===== src/hw/rtl/alu4_pkg.sv =====
// Shared types and constants for the four-operation unsigned ALU.
package alu4_pkg;

  localparam int WIDTH   = 32;             // significant operand bits, 8..32
  localparam int OPND_W  = 32;             // operand field width
  localparam int RES_W   = 64;             // result field width
  localparam int Q_DEPTH = 4;              // front-to-back queue entries
  localparam int Q_AW    = $clog2(Q_DEPTH);
  localparam int Q_CW    = $clog2(Q_DEPTH + 1);

  typedef enum logic [1:0] {
    OP_ADD = 2'd0,
    OP_SUB = 2'd1,
    OP_MUL = 2'd2,
    OP_DIV = 2'd3
  } op_t;

  typedef enum logic [1:0] {
    ST_OK      = 2'd0,
    ST_NEG     = 2'd1,
    ST_DIV0    = 2'd2,
    ST_INEXACT = 2'd3
  } status_t;

  typedef struct packed {
    logic [1:0]        op;
    logic [OPND_W-1:0] operand_a;
    logic [OPND_W-1:0] operand_b;
  } req_t;

  typedef struct packed {
    logic [RES_W-1:0] result;
    logic [1:0]       status;
  } rsp_t;

  // Classified command handed from front to back.
  typedef struct packed {
    op_t              op;
    logic [WIDTH-1:0] a;
    logic [WIDTH-1:0] b;
    logic             neg;   // a < b
    logic             dz;    // b == 0
  } cmd_t;

endpackage


===== src/hw/rtl/alu4_front.sv =====
// Front end: accepts requests, masks operands and classifies them.
module alu4_front (
  input  logic          clk,
  input  logic          rst,
  input  logic          req_valid,
  output logic          req_ready,
  input  alu4_pkg::req_t req,
  output logic          cmd_valid,
  input  logic          cmd_ready,
  output alu4_pkg::cmd_t cmd
);
  import alu4_pkg::*;

  logic [WIDTH-1:0] a_m;
  logic [WIDTH-1:0] b_m;

  assign a_m       = req.operand_a[WIDTH-1:0];
  assign b_m       = req.operand_b[WIDTH-1:0];
  assign req_ready = !cmd_valid || cmd_ready;

  always_ff @(posedge clk) begin
    if (rst) begin
      cmd_valid <= 1'b0;
    end else if (req_ready) begin
      cmd_valid <= req_valid;
    end
  end

  always_ff @(posedge clk) begin
    if (req_ready && req_valid) begin
      cmd.op  <= op_t'(req.op);
      cmd.a   <= a_m;
      cmd.b   <= b_m;
      cmd.neg <= (a_m < b_m);
      cmd.dz  <= (b_m == '0);
    end
  end

endmodule


===== config.mk =====
export PLATFORM = sky130hd
export DESIGN_NAME = alu4_front
export DESIGN_NICKNAME = d
export VERILOG_FILES = /design/src/hw/rtl/alu4_pkg.sv /design/src/hw/rtl/alu4_front.sv
export SDC_FILE = /design/constraint.sdc
export NUM_CORES = 1
export LEC_CHECK = 0
export ABC_AREA = 1
export ABC_CLOCK_PERIOD_IN_PS = 4200
export BUFFER_PORTS_ARGS = -buffer_cell sky130_fd_sc_hd__buf_2
export CORE_MARGIN = 5
export CORE_UTILIZATION = 42
export DETAILED_ROUTE_END_ITERATION = 10
export PLACE_DENSITY = 0.87
export SETUP_SLACK_MARGIN = 0.05
export SLEW_MARGIN = 30
export SYNTH_ARGS = -nofsm -noshare
export SYNTH_HDL_FRONTEND = slang
export SYNTH_SLANG_ARGS = --single-unit

===== constraint.sdc =====
create_clock -name clk -period 4.2 [get_ports clk]
set_input_delay 0.63 -clock clk [delete_from_list [all_inputs] [get_ports clk]]
set_output_delay 0.63 -clock clk [all_outputs]
set_load 0.005 [all_outputs]

==> impl_metrics.sql <==
INSERT INTO impl_metrics (metric_group, metric, value, unit) VALUES
('route', 'drt_first_iter_violations', '76', ''),
('route', 'drcViolationCount', '0', ''),
('clock_tree', 'cts_root_buffer', 'sky130_fd_sc_hd__clkbuf_8', ''),
('run_status', 'outcome', 'finished, final reports clean', ''),
('hold_path', 'min_path_type', 'in2reg', ''),
('logic_synthesis', 'yosysUniqueCellTypes', '16', ''),
('timing', 'hold_viol_final', '0', ''),
('worst_setup_path', 'worstPathCellList', 'buf_2 -> inv_1 -> nand2_1 -> buf_2', ''),
('floorplan', 'rows', '30', ''),
('timing', 'timing_worst_slew_pin_value', '0.853', 'ns'),
('placement', 'hpwl_after_detailed_placement', '5420', 'µm'),
('worst_setup_path', 'critPathSlowestCell', 'sky130_fd_sc_hd__buf_2', ''),
('route', 'drt_via_density', '4.60', ''),
('clock_tree', 'cts_resized', '0', ''),
('floorplan', 'die_w', '94.0', 'µm'),
('worst_setup_path', 'crit_top_cell', 'sky130_fd_sc_hd__buf_2', ''),
('placement', 'post-place-ws', '2.22', 'ns'),
('clock_tree', 'tritoncts.num_buffers', '9', ''),
('clock_tree', 'post-cts-setup-buffer-count', '0', ''),
('logic_synthesis', 'ys_seq_area_share', '69.5', '%'),
('worst_setup_path', 'critPathMaxStageDelay', '0.13', 'ns'),
('clock_tree', 'cts_num_sinks', '69', ''),
('flow_run', 'timing.max_cap.violations', '0', ''),
('logic_synthesis', 'synth_xor_area_share', '0', '%'),
('timing', 'finalSetupViolCount', '0', ''),
('timing', 'setup_total_negative_slack', '0', 'ns'),
('global_routing', 'grt_pass1_vias', '2240', ''),
('worst_setup_path', 'worst_setup_path_end_kind', 'primary output', ''),
('final_layout', 'num-nets-final', '467', ''),
('timing', 'post-route-worst-setup-slack', '2.54', 'ns'),
('clock_tree', 'htree_levels', '3', ''),
('worst_setup_path', 'path_max_fanout', '2', ''),
('final_layout', 'antenna_cells', '0', ''),
('clock_tree', 'clock_tree_from_tritoncts', 'done', ''),
('global_routing', 'antenna_found_initial', '0', ''),
('logic_synthesis', 'netlist_instances', '215', ''),
('global_routing', 'grt_start_max_net_pins', '69', ''),
('logic_synthesis', 'postSynthNetCount', '316', ''),
('timing', 'max_slew_margin', '43.1', '%'),
('logic_synthesis', 'ys_ff_latch', '69', ''),
('timing', 'rsz0062_at_grt', 'no', ''),
('logic_synthesis', 'largest_family_of_logic_cells_by_synthesized_area', 'adder cells', ''),
('final_layout', 'postLayoutCoreUtil', '58.4', '%'),
('route', 'drt-wirelength-per-cell', '14.4', 'µm'),
('clock_tree', 'holdBufCountCts', '0', ''),
('timing', 'fmax', '603', 'MHz'),
('logic_synthesis', 'yosys-mux-area-fraction', '0', '%'),
('pwr', 'p_leak', '0.00189', 'µW'),
('floorplan', 'die_h', '94.0', 'µm'),
('logic_synthesis', 'yosys.area_share.simple', '8.56', '%'),
('logic_synthesis', 'synth_area', '2970', 'µm²'),
('logic_synthesis', 'synth-compound-area-share', '3.92', '%'),
('worst_setup_path', 'timing.critical_path.required', '3.57', 'ns'),
('logic_synthesis', 'synth-adder-area-share', '13.1', '%'),
('global_routing', 'grt_pass1_wl', '10400', 'µm'),
('clock_tree', 'max-clock-path-buffers', '2', ''),
('logic_synthesis', 'yosys_warnings', '0', ''),
('placement', 'finalWeightedCongestion', '0.705', ''),
('route', 'num_vias', '2149', ''),
('floorplan', 'core_area', '6830', 'µm²'),
('worst_setup_path', 'cp.arrival', '1.03', 'ns'),
('timing', 'minimum_period_implied_by_the_final_worst_setup_slack', '1.66', 'ns'),
('clock_tree', 'clk_pin_slew', '0.07', 'ns'),
('worst_setup_path', 'criticalPathCategory', 'in2out', ''),
('placement', 'port_buffers', '139', ''),
('timing', 'final-max-slew-violation-count', '0', ''),
('pwr', 'design_power_total', '1510', 'µW'),
('global_routing', 'grt_overflow_total', '0', ''),
('clock_tree', 'clock_latency_reported_for_the_late_side_of_the_worst_skew_pair', '0.34', 'ns'),
('pwr', 'vdd_drop_max', '216', 'µV'),
('worst_setup_path', 'crit_path_start_kind', 'input pin', ''),
('floorplan', 'floorplan.die_area', '8840', 'µm²'),
('route', 'dr.pass1.iters', '4', ''),
('timing', 'timing.final.crit_share', '39.5', '%'),
('floorplan', 'number_of_i_o_pins', '140', ''),
('final_layout', 'drive_gt1_share', '42.9', '%'),
('pwr', 'power.density', '379', 'nW/µm²'),
('logic_synthesis', 'syn_area_per_cell', '13.8', 'µm²'),
('route', 'postRouteAntennaNets', '0', ''),
('global_routing', 'gr-usage-all-layers', '15.7', '%'),
('timing', 'worst_clock_skew', '0.00665', 'ns'),
('route', 'drt_wl_total', '6750', 'µm'),
('final_layout', 'area.growth.synth_to_final', '34.5', '%'),
('floorplan', 'start_util', '43.4', '%');
==> metrics by stage <==
stage               instance area (µm²)  hold WS [ns]  instances
floorplan                          2970         0.520        215
global placement                   3800         0.506        451
detailed placement                 3800         0.535        451
CTS                                3990         0.425        467
global route                       3990         0.431        467
finish                             3990         0.444        467
==> final timing paths <==
path / start / end / slack, ns / cells past startpoint
setup / recovery: cmd_ready / req_ready / 2.54 / 4
hold / removal: rst / cmd_valid / 0.44 / 2
setup reg to reg: cmd_valid / cmd[54] / 2.62 / 2
hold reg to reg: cmd_valid / cmd_valid / 0.55 / 2
==> Yosys cell counts, drive strengths merged <==
cell type  count  area (µm²)
o21ai          4        20.0
a21oi         17        88.8
inv           39         146
nor4           5        31.3
nand4          5        31.3
ha            31         388
edfxtp        68        2040
dfxtp          1        20.0
nor2           8        30.0
nand3          2        10.0
and3           1        6.26
nor3           5        40.0
nand2         28         105
o21a           1        7.51
==> logic make-up (layout without fill, tap and decap cells) <==
group           Yosys count  count (layout)
buf+inv                  39             195
compound gates           22              22
simple gates             54              54
flops                    69              69
fa+ha+maj                31              31
==> metal layers <==
layer	global-route usage, %	wire [µm]	vias to the layer above
met3	4.73	554	13
met2	26.6	3380	90
li1	-	-	1071
met4	7.82	138	0
met1	17.9	2670	975
met5	0	0	-
==> layout make-up <==
type                       count  area (µm²)
fill                         596        2840
clock inverter                 7        66.3
timing repair buffer         140         703
multi-input combinational    107         769
tap                           96         120
sequential                    69        2060
clock buffer                   9         124
inverter                      39         146
==> report_power, final <==
part	total [µW]	internal [µW]	switching, µW
Combinational	180	79.8	101
Clock	517	270	247
Sequential	814	805	9.00
Total	1510	1150	357
==> registers in the layout, summed over array words and instances (netlist names) <==
register / cells
cmd: 68
cmd_valid: 1
==> critical path: cells and delay by family <==
kind	cells	cell delay (ns)
buf+inv	3	0.31
simple gates	1	0.08
==> cells in the final DEF, fill, tap and decap left out, types with 2 or more instances in the layout <==
cell type                      n
sky130_fd_sc_hd__clkinvlp_4    2
sky130_fd_sc_hd__ha_1         31
sky130_fd_sc_hd__a21oi_1      15
sky130_fd_sc_hd__clkinv_1      2
sky130_fd_sc_hd__clkbuf_8      9
sky130_fd_sc_hd__nor4_1        5
sky130_fd_sc_hd__nor3_2        3
sky130_fd_sc_hd__nor3_1        2
sky130_fd_sc_hd__edfxtp_1     68
sky130_fd_sc_hd__o21ai_0       4
sky130_fd_sc_hd__nor2_1        8
sky130_fd_sc_hd__nand2_1      28
sky130_fd_sc_hd__nand4_1       5
sky130_fd_sc_hd__nand3_1       2
sky130_fd_sc_hd__inv_1        39
sky130_fd_sc_hd__buf_2       139
Note: power is estimated with default switching activity, not from simulation.
