<file path="config.mk">
export PLATFORM = sky130hd
export DESIGN_NAME = alu4_queue
export DESIGN_NICKNAME = d
export VERILOG_FILES = /design/src/hw/rtl/alu4_pkg.sv /design/src/hw/rtl/alu4_queue.sv
export SDC_FILE = /design/constraint.sdc
export NUM_CORES = 1
export LEC_CHECK = 0
export BUFFER_PORTS_ARGS = -buffer_cell sky130_fd_sc_hd__buf_2
export CAP_MARGIN = 20
export CORE_UTILIZATION = 57
export DETAILED_ROUTE_END_ITERATION = 10
export GPL_TIMING_DRIVEN = 0
export PLACE_DENSITY = 0.79
export SLEW_MARGIN = 20
export SYNTH_ARGS = -nofsm -noshare
export SYNTH_HDL_FRONTEND = slang
export SYNTH_SLANG_ARGS = --single-unit
</file>
<file path="constraint.sdc">
create_clock -name clk -period 3.5 [get_ports clk]
set_clock_uncertainty 0.1 [all_clocks]
set_input_delay 0.7 -clock clk [delete_from_list [all_inputs] [get_ports clk]]
set_output_delay 0.7 -clock clk [all_outputs]
set_load 0.02 [all_outputs]
</file>
<file path="src/hw/rtl/alu4_pkg.sv">
// Shared types and constants for the four-operation unsigned ALU.
package alu4_pkg;

  localparam int WIDTH   = 32;             // significant operand bits, 8..32
  localparam int OPND_W  = 32;             // operand field width
  localparam int RES_W   = 64;             // result field width
  localparam int Q_DEPTH = 4;              // front-to-back queue entries
  localparam int Q_AW    = $clog2(Q_DEPTH);
  localparam int Q_CW    = $clog2(Q_DEPTH + 1);

  typedef enum logic [1:0] {
    OP_ADD = 2'd0,
    OP_SUB = 2'd1,
    OP_MUL = 2'd2,
    OP_DIV = 2'd3
  } op_t;

  typedef enum logic [1:0] {
    ST_OK      = 2'd0,
    ST_NEG     = 2'd1,
    ST_DIV0    = 2'd2,
    ST_INEXACT = 2'd3
  } status_t;

  typedef struct packed {
    logic [1:0]        op;
    logic [OPND_W-1:0] operand_a;
    logic [OPND_W-1:0] operand_b;
  } req_t;

  typedef struct packed {
    logic [RES_W-1:0] result;
    logic [1:0]       status;
  } rsp_t;

  // Classified command handed from front to back.
  typedef struct packed {
    op_t              op;
    logic [WIDTH-1:0] a;
    logic [WIDTH-1:0] b;
    logic             neg;   // a < b
    logic             dz;    // b == 0
  } cmd_t;

endpackage

</file>
<file path="src/hw/rtl/alu4_queue.sv">
// Short command queue between front and back.
module alu4_queue (
  input  logic           clk,
  input  logic           rst,
  input  logic           push,
  input  alu4_pkg::cmd_t wdata,
  output logic           full,
  input  logic           pop,
  output logic           empty,
  output alu4_pkg::cmd_t rdata
);
  import alu4_pkg::*;

  cmd_t            mem [Q_DEPTH];
  logic [Q_AW-1:0] wptr;
  logic [Q_AW-1:0] rptr;
  logic [Q_CW-1:0] count;
  logic            do_push;
  logic            do_pop;

  assign full    = (count == Q_CW'(Q_DEPTH));
  assign empty   = (count == '0);
  assign do_push = push && !full;
  assign do_pop  = pop && !empty;
  assign rdata   = mem[rptr];

  always_ff @(posedge clk) begin
    if (do_push) begin
      mem[wptr] <= wdata;
    end
  end

  always_ff @(posedge clk) begin
    if (rst) begin
      wptr  <= '0;
      rptr  <= '0;
      count <= '0;
    end else begin
      if (do_push) begin
        wptr <= wptr + Q_AW'(1);
      end
      if (do_pop) begin
        rptr <= rptr + Q_AW'(1);
      end
      if (do_push && !do_pop) begin
        count <= count + Q_CW'(1);
      end else if (do_pop && !do_push) begin
        count <= count - Q_CW'(1);
      end
    end
  end

endmodule

</file>
==> results of run 1 <==
==> flip-flops by register name, indices dropped and copies added (netlist names), named ones only <==
name and flops:
mem 272, count 3, rptr 2, wptr 2
==> worst max-delay path: cells and delay by family (launching register included) <==
kind | cells | cell delay [ns]
muxes | 1 | 0.37
buffers and inverters | 4 | 0.96
DFF | 1 | 0.31
==> placed cells by master (no fill, tap or decap) <==
master      Yosys  routed
ha_1            5       5
buf_16          0       2
nor3_1          1       1
buf_12          3       5
edfxtp_1      272     272
o31ai_1         1       1
xor2_1          4       4
or3_1           2       2
clkbuf_1        5      15
buf_6           1       1
diode_2         0       2
clkinvlp_4      0       1
o21ai_0         2       2
nor2_1          6       6
mux2i_1         2       2
inv_1           4       4
a21oi_1         2       2
nand2b_1        2       2
mux4_2         68      68
buf_4           4       4
clkinv_1        0       4
and2_4          0       4
buf_2           4     144
nor3b_1         1       1
dfxtp_1         9       9
fa_1            1       1
clkbuf_8        0       2
clkinv_2        0       2
clkbuf_16       0      27
o311ai_0        1       1
==> logic make-up (layout without fill, tap and decap cells) <==
kind of cell / after synthesis / after routing / synth area share
AO/OA/AOI/OAI: 6 / 6 / 0.00353
XOR/XNOR: 4 / 4 / 0.00340
adder cells (fa/ha/maj): 6 / 6 / 0.00802
buffers and inverters: 21 / 211 / 0.0151
flip-flops: 281 / 281 / 0.811
multiplexers: 70 / 70 / 0.151
other: 0 / 2 / 0
AND/OR/NAND/NOR: 16 / 16 / 0.00826
==> Yosys cell counts (all sizes together) <==
| cell type | count |
|---|---|
| buf | 12 |
| o31ai | 1 |
| edfxtp | 272 |
| fa | 1 |
| a21oi | 2 |
| nor3 | 1 |
| nor2 | 6 |
| o21ai | 2 |
| nor3b | 1 |
| inv | 4 |
| ha | 5 |
| nand2b | 2 |
| xor2 | 4 |
| or3 | 2 |
| mux2i | 2 |
| and2 | 4 |
| dfxtp | 9 |
| o311ai | 1 |
| mux4 | 68 |
| clkbuf | 5 |
==> through the flow <==
stage,power [mW],hold slack [ns]
after floorplan,5.88,0.382
after global placement,6.54,0.391
after detailed placement,6.60,0.423
after CTS,9.15,0.278
after global routing,9.41,0.278
final,9.03,0.296
==> worst max path at each step <==
stage	end	slack, ns
after floorplan	mem[2][0]	0.33
after global placement	mem[0][46]	-0.96
after detailed placement	count[2]	0.78
after CTS	rdata[51]	0.47
after global routing	rdata[51]	0.43
final	rdata[51]	0.53
==> area by class of cell <==
type,count,area (um^2)
Sequential cell,281,8350
Fill cell,1090,5320
Multi-Input combinational cell,102,1800
Timing Repair Buffer,144,796
Clock buffer,39,741
Tap cell,225,282
Buffer,17,140
Clock inverter,7,32.5
Inverter,4,15.0
Antenna cell,2,5.00
==> layer usage <==
metal	wire, um	vias up
met4	277	0
met3	1180	22
li1	-	2069
met1	6700	2344
met5	0	-
met2	8890	150
==> power by group through the flow <==
stage	clock, mW	sequential [mW]	combinational, mW
floorplan	0	4.19	1.69
global placement	0	4.21	2.32
detailed placement	0	4.20	2.40
CTS	2.60	4.14	2.41
global route	2.71	4.16	2.54
finish	2.54	4.13	2.35
==> results.json, run 1 <==
{
  "worst_skew_pair.late_latency_ns": 0.51,
  "drt-pass1-iter-count": 4,
  "netlist.area_leader.share": 0.793,
  "critical_path_class": "flop to primary output",
  "post-route-drc-count": 0,
  "globalplace.congestion": 0.708,
  "p_int_mw": 6.54,
  "synth_top_cells_by_area": "edfxtp_1 (79%), mux4_2 (15%), dfxtp_1 (1.8%)",
  "timing.setup.tns_ns": 0,
  "y_dimension_of_the_die_um": 136,
  "timing_worst_slew_pin_value_ns": 0.692,
  "finalNonFillerCells": 821,
  "worst_ir_drop_vdd_v": 0.000591,
  "post_synth.cell_area_avg_um2": 25.5,
  "power.share.clock": 0.282,
  "power_switching_share": 0.276,
  "worst_r2r_setup_slack_ns": 1.03,
  "std_cell_rows": 48,
  "synth_top_cell_by_area": "edfxtp_1",
  "timing.slew.headroom": 0.539,
  "start_util": 0.589,
  "dieArea_mm2": 0.0186,
  "crit-reg2reg-launch": "count[0]",
  "post-cts-setup-buffers": 0,
  "worstPathArrival_ns": 2.17,
  "layout.core_utilization": 0.696,
  "power.share.sequential": 0.458,
  "dpl.cell_count": 773,
  "leakage_nw": 4.11,
  "placement.setup.worst_slack_ns": 0.777,
  "overflow": 0,
  "crit_chain": "buf_2 > buf_2 > buf_2 > mux4_2 > buf_2",
  "layout_min_cycle_time_ns": 2.97,
  "fin_nets": 655,
  "fraction_of_the_yosys_area_taken_by_sequential_cells": 0.811,
  "layout-drive-gt1-share": 0.438,
  "met1_routing_resource_usage_after_global_routing": 0.237,
  "postRouteWirelength_um": 17000,
  "power.density_mw_per_mm2": 742,
  "boundaryPins": 142,
  "first_iter_violations": 277,
  "portBuffers": 140,
  "detailed_place_hpwl_um": 10800,
  "startpoint_class": "flop",
  "antenna_found_initial": 1,
  "holdCritPathClass": "input port to flop",
  "min_delay_worst_endpoint": "mem[3][14]",
  "ctsRootBufferMaster": "clkbuf_16",
  "startpoint_of_the_most_critical_hold_path": "wdata[14]",
  "clock_sink_count": 281,
  "status": "completed",
  "gr-max-usage-layer": "met2",
  "r2r-end": "count[2]",
  "coreArea_mm2": 0.0175,
  "placement_cell_area_mm2": 0.0114,
  "power.combinational.fraction": 0.261,
  "grt_first_pass_wirelength_um": 26200,
  "detail_route.vias_per_cell": 5.58,
  "cts-hold-fix-buffers": 0,
  "max_cap_viol_count": 0,
  "die_x_um": 136,
  "worst_hold_path.num_cells": 1,
  "cp_endpoint_kind": "primary output",
  "yosysUniqueCellTypes": 23,
  "rr_worst_depth": 8,
  "h-tree-depth": 1,
  "grt.total_usage": 0.191,
  "via_count_of_the_first_global_routing_pass": 4971,
  "fmax_ghz": 0.337,
  "globalRouteMet3Util": 0.0455,
  "clk_path_buf_depth": 3,
  "worst-endpoint-required_ns": 2.70,
  "tritoncts_clock_tree": "done",
  "final_design_area_no_fill_mm2": 0.0122,
  "grt_setup_unrepaired": "no",
  "grt_max_degree": 39,
  "final_hold_viol_count": 0,
  "postSynthNetCount": 482,
  "ys_seq_elements": 281,
  "layout_setup_ws_ns": 0.534,
  "timing.final.crit_share": 0.847,
  "post_drt_wl_per_cell_um": 20.8,
  "critPathSlowestCell": "mux4_2",
  "number_of_cells_produced_by_synthesis": 404,
  "clk_transition_reported_paths_ns": 0.06,
  "global_route.usage.met2": 0.338,
  "cell_mode_on_critical_path": "buf_2",
  "timing_max_transition_violations_final": 0,
  "worst-path-max-fanout": 10,
  "post_cts_resized": 0,
  "vias": 4585,
  "numCtsBuffers": 27,
  "syn_to_final_growth_pct": 18.1,
  "synth_area_mm2": 0.0103,
  "net-switching-power_mw": 2.49,
  "setup-violations-final": 0,
  "crit_path_max_incr_delay_ns": 0.37,
  "synthesis.yosys.warnings": 0,
  "ant_nets": 0
}
(Power assumes the default switching activity.)
==> inputs of run 2 (changes only) <==
--- a/config.mk
+++ b/config.mk
@@ -5,6 +5,7 @@
 export SDC_FILE = /design/constraint.sdc
 export NUM_CORES = 1
 export LEC_CHECK = 0
+export ABC_AREA = 1
 export BUFFER_PORTS_ARGS = -buffer_cell sky130_fd_sc_hd__buf_2
 export CAP_MARGIN = 20
 export CORE_UTILIZATION = 57
==> constraint.sdc (replaced) <==
create_clock -name clk -period 3.1 [get_ports clk]
set_clock_uncertainty 0.1 [all_clocks]
set_input_delay 0.62 -clock clk [delete_from_list [all_inputs] [get_ports clk]]
set_output_delay 0.62 -clock clk [all_outputs]
set_load 0.02 [all_outputs]
==> run 2 against run 1 <==
Core utilization increased by 0.80 points. Count of clock-buffer cells in the layout decreased by 5. Highest routed layer is now met5. Via count increased by 46%. Combinational power increased by 31%. Synthesized cell count increased by 80%. Power increased by 19%. Final area increased by 4.3%. Non-clock buffer count increased by 36. Die area increased by 2.4%.
==> results.json, run 2 <==
{
  "crit-reg2reg-launch": "count[1]",
  "post_drt_wl_per_cell_um": 19.9,
  "synth_top_cells_by_area": "edfxtp_1 (77%), o21ai_0 (6.3%), nor2_1 (5.3%)",
  "max_cap_viol_count": 0,
  "fraction_of_the_yosys_area_taken_by_sequential_cells": 0.791,
  "worst_hold_path.num_cells": 1,
  "dpl.cell_count": 1110,
  "worst_ir_drop_vdd_v": 0.000759,
  "post_synth.cell_area_avg_um2": 14.5,
  "worstPathArrival_ns": 2.21,
  "h-tree-depth": 1,
  "postSynthNetCount": 805,
  "post-cts-setup-buffers": 0,
  "yosysUniqueCellTypes": 21,
  "drt-pass1-iter-count": 5,
  "mostFrequentLayoutCell": "edfxtp_1",
  "dieArea_mm2": 0.0191,
  "worst_path_dominant_cell_family": "buffers and inverters",
  "antenna_found_initial": 2,
  "ctsRootBufferMaster": "clkbuf_16",
  "worst-endpoint-required_ns": 2.38,
  "number_of_enable_type_register_cells_in_the_synthesized_netlist": 272,
  "power.density_mw_per_mm2": 844,
  "netlist.area_leader.share": 0.774,
  "ys_seq_elements": 281,
  "portBuffers": 141,
  "finalNonFillerCells": 1156,
  "timing.setup.tns_ns": 0,
  "holdCritPathClass": "input port to flop",
  "timing.critical_path.buf_inv": 2,
  "rr_worst_depth": 9,
  "clk_path_buf_depth": 3,
  "status": "completed",
  "setup-violations-final": 0,
  "biggest_register": "mem",
  "grt_first_pass_wirelength_um": 35400,
  "timing_max_transition_violations_final": 0,
  "largest_register_ffs": 272,
  "dr.max_layer_used": "met5",
  "postRouteWirelength_um": 23000,
  "timing_worst_slew_pin_value_ns": 0.689,
  "wl_met1_um": 9110,
  "timing.final.crit_share": 0.946,
  "globalplace.congestion": 0.753,
  "detail_route.vias_per_cell": 5.79,
  "synth_area_mm2": 0.0105,
  "largest_registers": "mem (272), count (3)",
  "clk_transition_reported_paths_ns": 0.06,
  "worst_r2r_setup_slack_ns": 0.82,
  "ys_dominant_reg_cell": "edfxtp_1",
  "critical_path_class": "flop to primary output",
  "crit_chain": "clkbuf_1 > o21ai_0 > o22ai_1 > buf_2",
  "std_cell_rows": 49,
  "synth_top_cell_by_area": "edfxtp_1",
  "final_hold_viol_count": 0,
  "r2r-end": "count[1]",
  "numCtsBuffers": 27,
  "leakage_nw": 4.55,
  "stages_on_the_worst_setup_path": 4,
  "vias": 6693,
  "fmax_ghz": 0.341,
  "first_iter_violations": 566,
  "tritoncts_clock_tree": "done",
  "cts-hold-fix-buffers": 0,
  "post_cts_resized": 0,
  "layout_setup_ws_ns": 0.168,
  "number_of_cells_produced_by_synthesis": 727,
  "post-synth-top-count-cell": "edfxtp_1",
  "coreArea_mm2": 0.0180,
  "mostFrequentLayoutCells": "edfxtp_1 (272), buf_2 (153), nor2_1 (146)",
  "layout-drive-gt1-share": 0.241,
  "met2WireLength_um": 11600,
  "grt_setup_unrepaired": "no",
  "worst_skew_pair.late_latency_ns": 0.53,
  "synthesis.yosys.warnings": 0,
  "detailed_place_hpwl_um": 14200,
  "via_count_of_the_first_global_routing_pass": 6687,
  "route.met3.wl_um": 1900,
  "grt.total_usage": 0.240,
  "startpoint_class": "flop",
  "boundaryPins": 142,
  "clock_sink_count": 281,
  "worst-path-max-fanout": 10,
  "post-route-drc-count": 0,
  "start_util": 0.585,
  "grt_max_degree": 26,
  "synth_common_cells": "edfxtp_1 (272), nor2_1 (150), o21ai_0 (132)",
  "placement.setup.worst_slack_ns": 0.659,
  "critPathSlowestCell": "dfxtp_1",
  "overflow": 0,
  "ant_nets": 0,
  "design_power_total_mw": 10.7,
  "die_x_um": 138,
  "min_delay_worst_endpoint": "mem[3][58]",
  "startpoint_of_the_most_critical_hold_path": "wdata[58]",
  "layout_min_cycle_time_ns": 2.93,
  "cp_endpoint_kind": "primary output",
  "syn_to_final_growth_pct": 20.3,
  "y_dimension_of_the_die_um": 138,
  "timing.slew.headroom": 0.540,
  "crit_path_max_incr_delay_ns": 0.57,
  "synthArstFlopShare": 0,
  "fin_nets": 988
}
==> run 2: cell types whose count changed in the layout (fill, tap and decap cells not counted), sizes merged, moves of 3 or more <==
cell and change:
mux4 -68, o22ai +68, clkinv +3, nand2 +15, and2 -4, clkbuf +12
xor2 -3, inv +15, nand3 +4, o21ai +135, nor2 +144, buf +19
==> run 2: cell type report <==
type                       count  area (um^2)
fill                        1196         5340
clock inverter                11         75.1
clock buffer                  34          702
multi-input combinational    385         1890
tap                          229          287
inverter                      18         72.6
sequential                   281         8350
antenna                        1         2.50
timing repair buffer         154         1040
buffer                        43          263
==> run 2: cell families (layout without fill, tap and decap cells) <==
kind of cell / after synthesis / after routing / share of synthesized area
AND/OR/NAND/NOR: 170 / 170 / 0.0613
buffers and inverters: 61 / 260 / 0.0318
AO/OA/AOI/OAI: 208 / 208 / 0.107
adder cells (fa/ha/maj): 6 / 6 / 0.00783
flip-flops: 281 / 281 / 0.791
other: 0 / 1 / 0
XOR/XNOR: 1 / 1 / 0.000831
==> run 2: per-stage QoR <==
| step | area (um^2) | hold WS, ns | util |
|---|---|---|---|
| 2_1_floorplan | 10500 | 0.359 | - |
| 3_3_place_gp | 11500 | 0.388 | 0.640 |
| 3_5_place_dp | 11900 | 0.390 | 0.660 |
| 4_1_cts | 12700 | 0.176 | 0.704 |
| 5_1_grt | 12700 | 0.180 | 0.704 |
| 6_report | 12700 | 0.199 | 0.704 |
==> run 2: power breakdown <==
group / leakage [nW] / internal (mW) / switching (mW)
combinational: 1.60 / 0.973 / 2.09
sequential: 2.57 / 4.61 / 0.107
clock: 0.378 / 1.67 / 1.26
==> run 2: worst max path at each step <==
stage,startpoint,end,slack (ns)
floorplan,push,mem[0][0],-1.07
global placement,push,mem[3][38],-3.40
detailed placement,push,mem[0][38],0.66
CTS,flop,rdata[23],0.15
global route,flop,rdata[7],0.07
finish,flop,rdata[7],0.17
==> run 2: per-layer routing <==
layer  global-route usage  up-vias
li1                     -     3086
met1                0.324     3295
met5                    0        -
met2                0.403      280
met3               0.0471       30
met4               0.0636        2
==> inputs of run 3 (changes only) <==
--- a/config.mk
+++ b/config.mk
@@ -12,6 +12,7 @@
 export DETAILED_ROUTE_END_ITERATION = 10
 export GPL_TIMING_DRIVEN = 0
 export PLACE_DENSITY = 0.79
+export RECOVER_POWER = 100
 export SLEW_MARGIN = 20
 export SYNTH_ARGS = -nofsm -noshare
 export SYNTH_HDL_FRONTEND = slang
==> run 3 against run 2 <==
Fmax down 0.10%. Register-to-register slack worse by 0.52 ns. First-iteration DRC count up 1.1%. Sequential cell count unchanged. Final cell count unchanged. Core utilization down 1.9 points. Routed wire length up 0.15%. Count of clock-buffer cells in the layout unchanged. Clock power about the same. Highest routed layer is now met4.
==> results.json, run 3 (same netlist as run 2, synthesis figures left out) <==
{
  "postRouteWirelength_um": 23000,
  "via_count_of_the_first_global_routing_pass": 6687,
  "placement_cell_area_mm2": 0.0119,
  "max_cap_viol_count": 0,
  "power.share.sequential": 0.448,
  "worst_r2r_setup_slack_ns": 0.30,
  "numCtsBuffers": 27,
  "largest_register_ffs": 272,
  "finalNonFillerCells": 1156,
  "layout-drive-gt1-share": 0.109,
  "worst_ir_drop_vdd_v": 0.000730,
  "grt_first_pass_wirelength_um": 35400,
  "tritoncts_clock_tree": "done",
  "cts-hold-fix-buffers": 0,
  "timing_worst_slew_pin_value_ns": 1.11,
  "crit_chain": "clkbuf_1 > o21ai_0 > o22ai_1 > clkbuf_2",
  "timing.slew.headroom": 0.260,
  "power.combinational.fraction": 0.274,
  "startpoint_class": "flop",
  "coreArea_mm2": 0.0180,
  "vias": 6641,
  "clk_path_buf_depth": 3,
  "post-cts-setup-buffers": 0,
  "portBuffers": 141,
  "largest_registers": "mem (272), count (3)",
  "worstPathArrival_ns": 2.22,
  "fin_nets": 988,
  "cp_endpoint_kind": "primary output",
  "worst-endpoint-required_ns": 2.38,
  "worst-path-max-fanout": 10,
  "status": "completed",
  "rr_worst_depth": 7,
  "startpoint_of_the_most_critical_hold_path": "rst",
  "drt-pass1-iter-count": 5,
  "power.share.clock": 0.278,
  "grt_max_degree": 26,
  "worst_skew_pair.late_latency_ns": 0.53,
  "setup-violations-final": 0,
  "overflow": 0,
  "post-route-drc-count": 0,
  "antenna_found_initial": 1,
  "detailed_place_hpwl_um": 14200,
  "crit_path_max_incr_delay_ns": 0.57,
  "ant_nets": 0,
  "holdCritPathClass": "input port to flop",
  "min_delay_worst_endpoint": "rptr[0]",
  "post_cts_resized": 0,
  "h-tree-depth": 1,
  "final_hold_viol_count": 0,
  "critical_path_class": "flop to primary output",
  "power.density_mw_per_mm2": 854,
  "first_iter_violations": 572,
  "power_switching_share": 0.328,
  "globalplace.congestion": 0.753,
  "biggest_register": "mem",
  "dpl.cell_count": 1110,
  "clock_sink_count": 281,
  "timing.final.crit_share": 0.947,
  "syn_to_final_growth_pct": 17.1,
  "start_util": 0.585,
  "timing_max_transition_violations_final": 0,
  "clk_transition_reported_paths_ns": 0.06,
  "ctsRootBufferMaster": "clkbuf_16",
  "layout_min_cycle_time_ns": 2.94,
  "r2r-end": "mem[1][38]",
  "grt.total_usage": 0.240,
  "final_design_area_no_fill_mm2": 0.0123,
  "die_x_um": 138,
  "mostFrequentLayoutCell": "edfxtp_1",
  "fmax_ghz": 0.341,
  "dieArea_mm2": 0.0191,
  "std_cell_rows": 49,
  "grt_setup_unrepaired": "no",
  "post_drt_wl_per_cell_um": 19.9,
  "critPathSlowestCell": "dfxtp_1",
  "y_dimension_of_the_die_um": 138,
  "detail_route.vias_per_cell": 5.74,
  "worst_hold_path.num_cells": 2,
  "p_int_mw": 7.08,
  "crit-reg2reg-launch": "count[0]",
  "mostFrequentLayoutCells": "edfxtp_1 (272), nor2_1 (147), clkbuf_1 (139)",
  "leakage_nw": 4.17,
  "boundaryPins": 142,
  "net-switching-power_mw": 3.46
}
run 3: cell types whose count changed in the layout (fill, tap and decap cells not counted), sizes merged:
cell    before  now
buf        175   34
clkbuf      56  197
run 3: area by class of cell:
type | instances | area (um^2)
flip-flops and latches | 281 | 8350
fillers | 1281 | 5680
multi-input cells | 385 | 1870
repair buffers | 154 | 728
clock buffers | 34 | 702
well taps | 229 | 287
plain buffers | 43 | 262
clock inverters | 11 | 75.1
inverters | 18 | 72.6
diodes | 1 | 2.50
run 3: how the worst max path moves through the flow:
stage          from         end  depth (start not counted)
6_report       flop    rdata[7]                          4
5_1_grt        flop   rdata[36]                          6
4_1_cts        flop   rdata[23]                          4
3_5_place_dp   push  mem[0][38]                          5
3_3_place_gp   push  mem[3][38]                          3
2_1_floorplan  push   mem[0][0]                          2
run 3: per-stage QoR:
stage / hold WS [ns] / setup slack (ns) / util / total power [mW] / TNS [ns]
after global placement: 0.388 / -3.40 / 0.640 / 7.69 / -897.12
final: 0.219 / 0.165 / 0.685 / 10.5 / 0
after global routing: 0.219 / 0.0540 / 0.685 / 11.0 / 0
after detailed placement: 0.390 / 0.659 / 0.660 / 7.85 / 0
after floorplan: 0.359 / -1.07 / - / 6.65 / -290.07
after CTS: 0.176 / 0.153 / 0.704 / 10.8 / 0
run 3: worst max-delay path, delay by kind of cell, from the launching register on:
family / cells / cell delay [ns]
AO/OA/AOI/OAI: 2 / 0.48
buffers and inverters: 2 / 0.63
flip-flops: 1 / 0.57
run 3: power groups by stage:
stage	Combinational (mW)	Sequential (mW)	Clock [mW]
6_report	2.89	4.72	2.93
5_1_grt	3.13	4.76	3.11
4_1_cts	3.08	4.72	2.98
3_5_place_dp	3.05	4.80	0
3_3_place_gp	2.83	4.86	0
2_1_floorplan	1.84	4.81	0
run 3: per-layer routing:
layer,up-vias,track usage,part of all wire
met5,-,0,0
met4,0,0.0636,0.020
met3,32,0.0471,0.077
met2,257,0.403,0.50
met1,3268,0.324,0.41
li1,3084,-,-
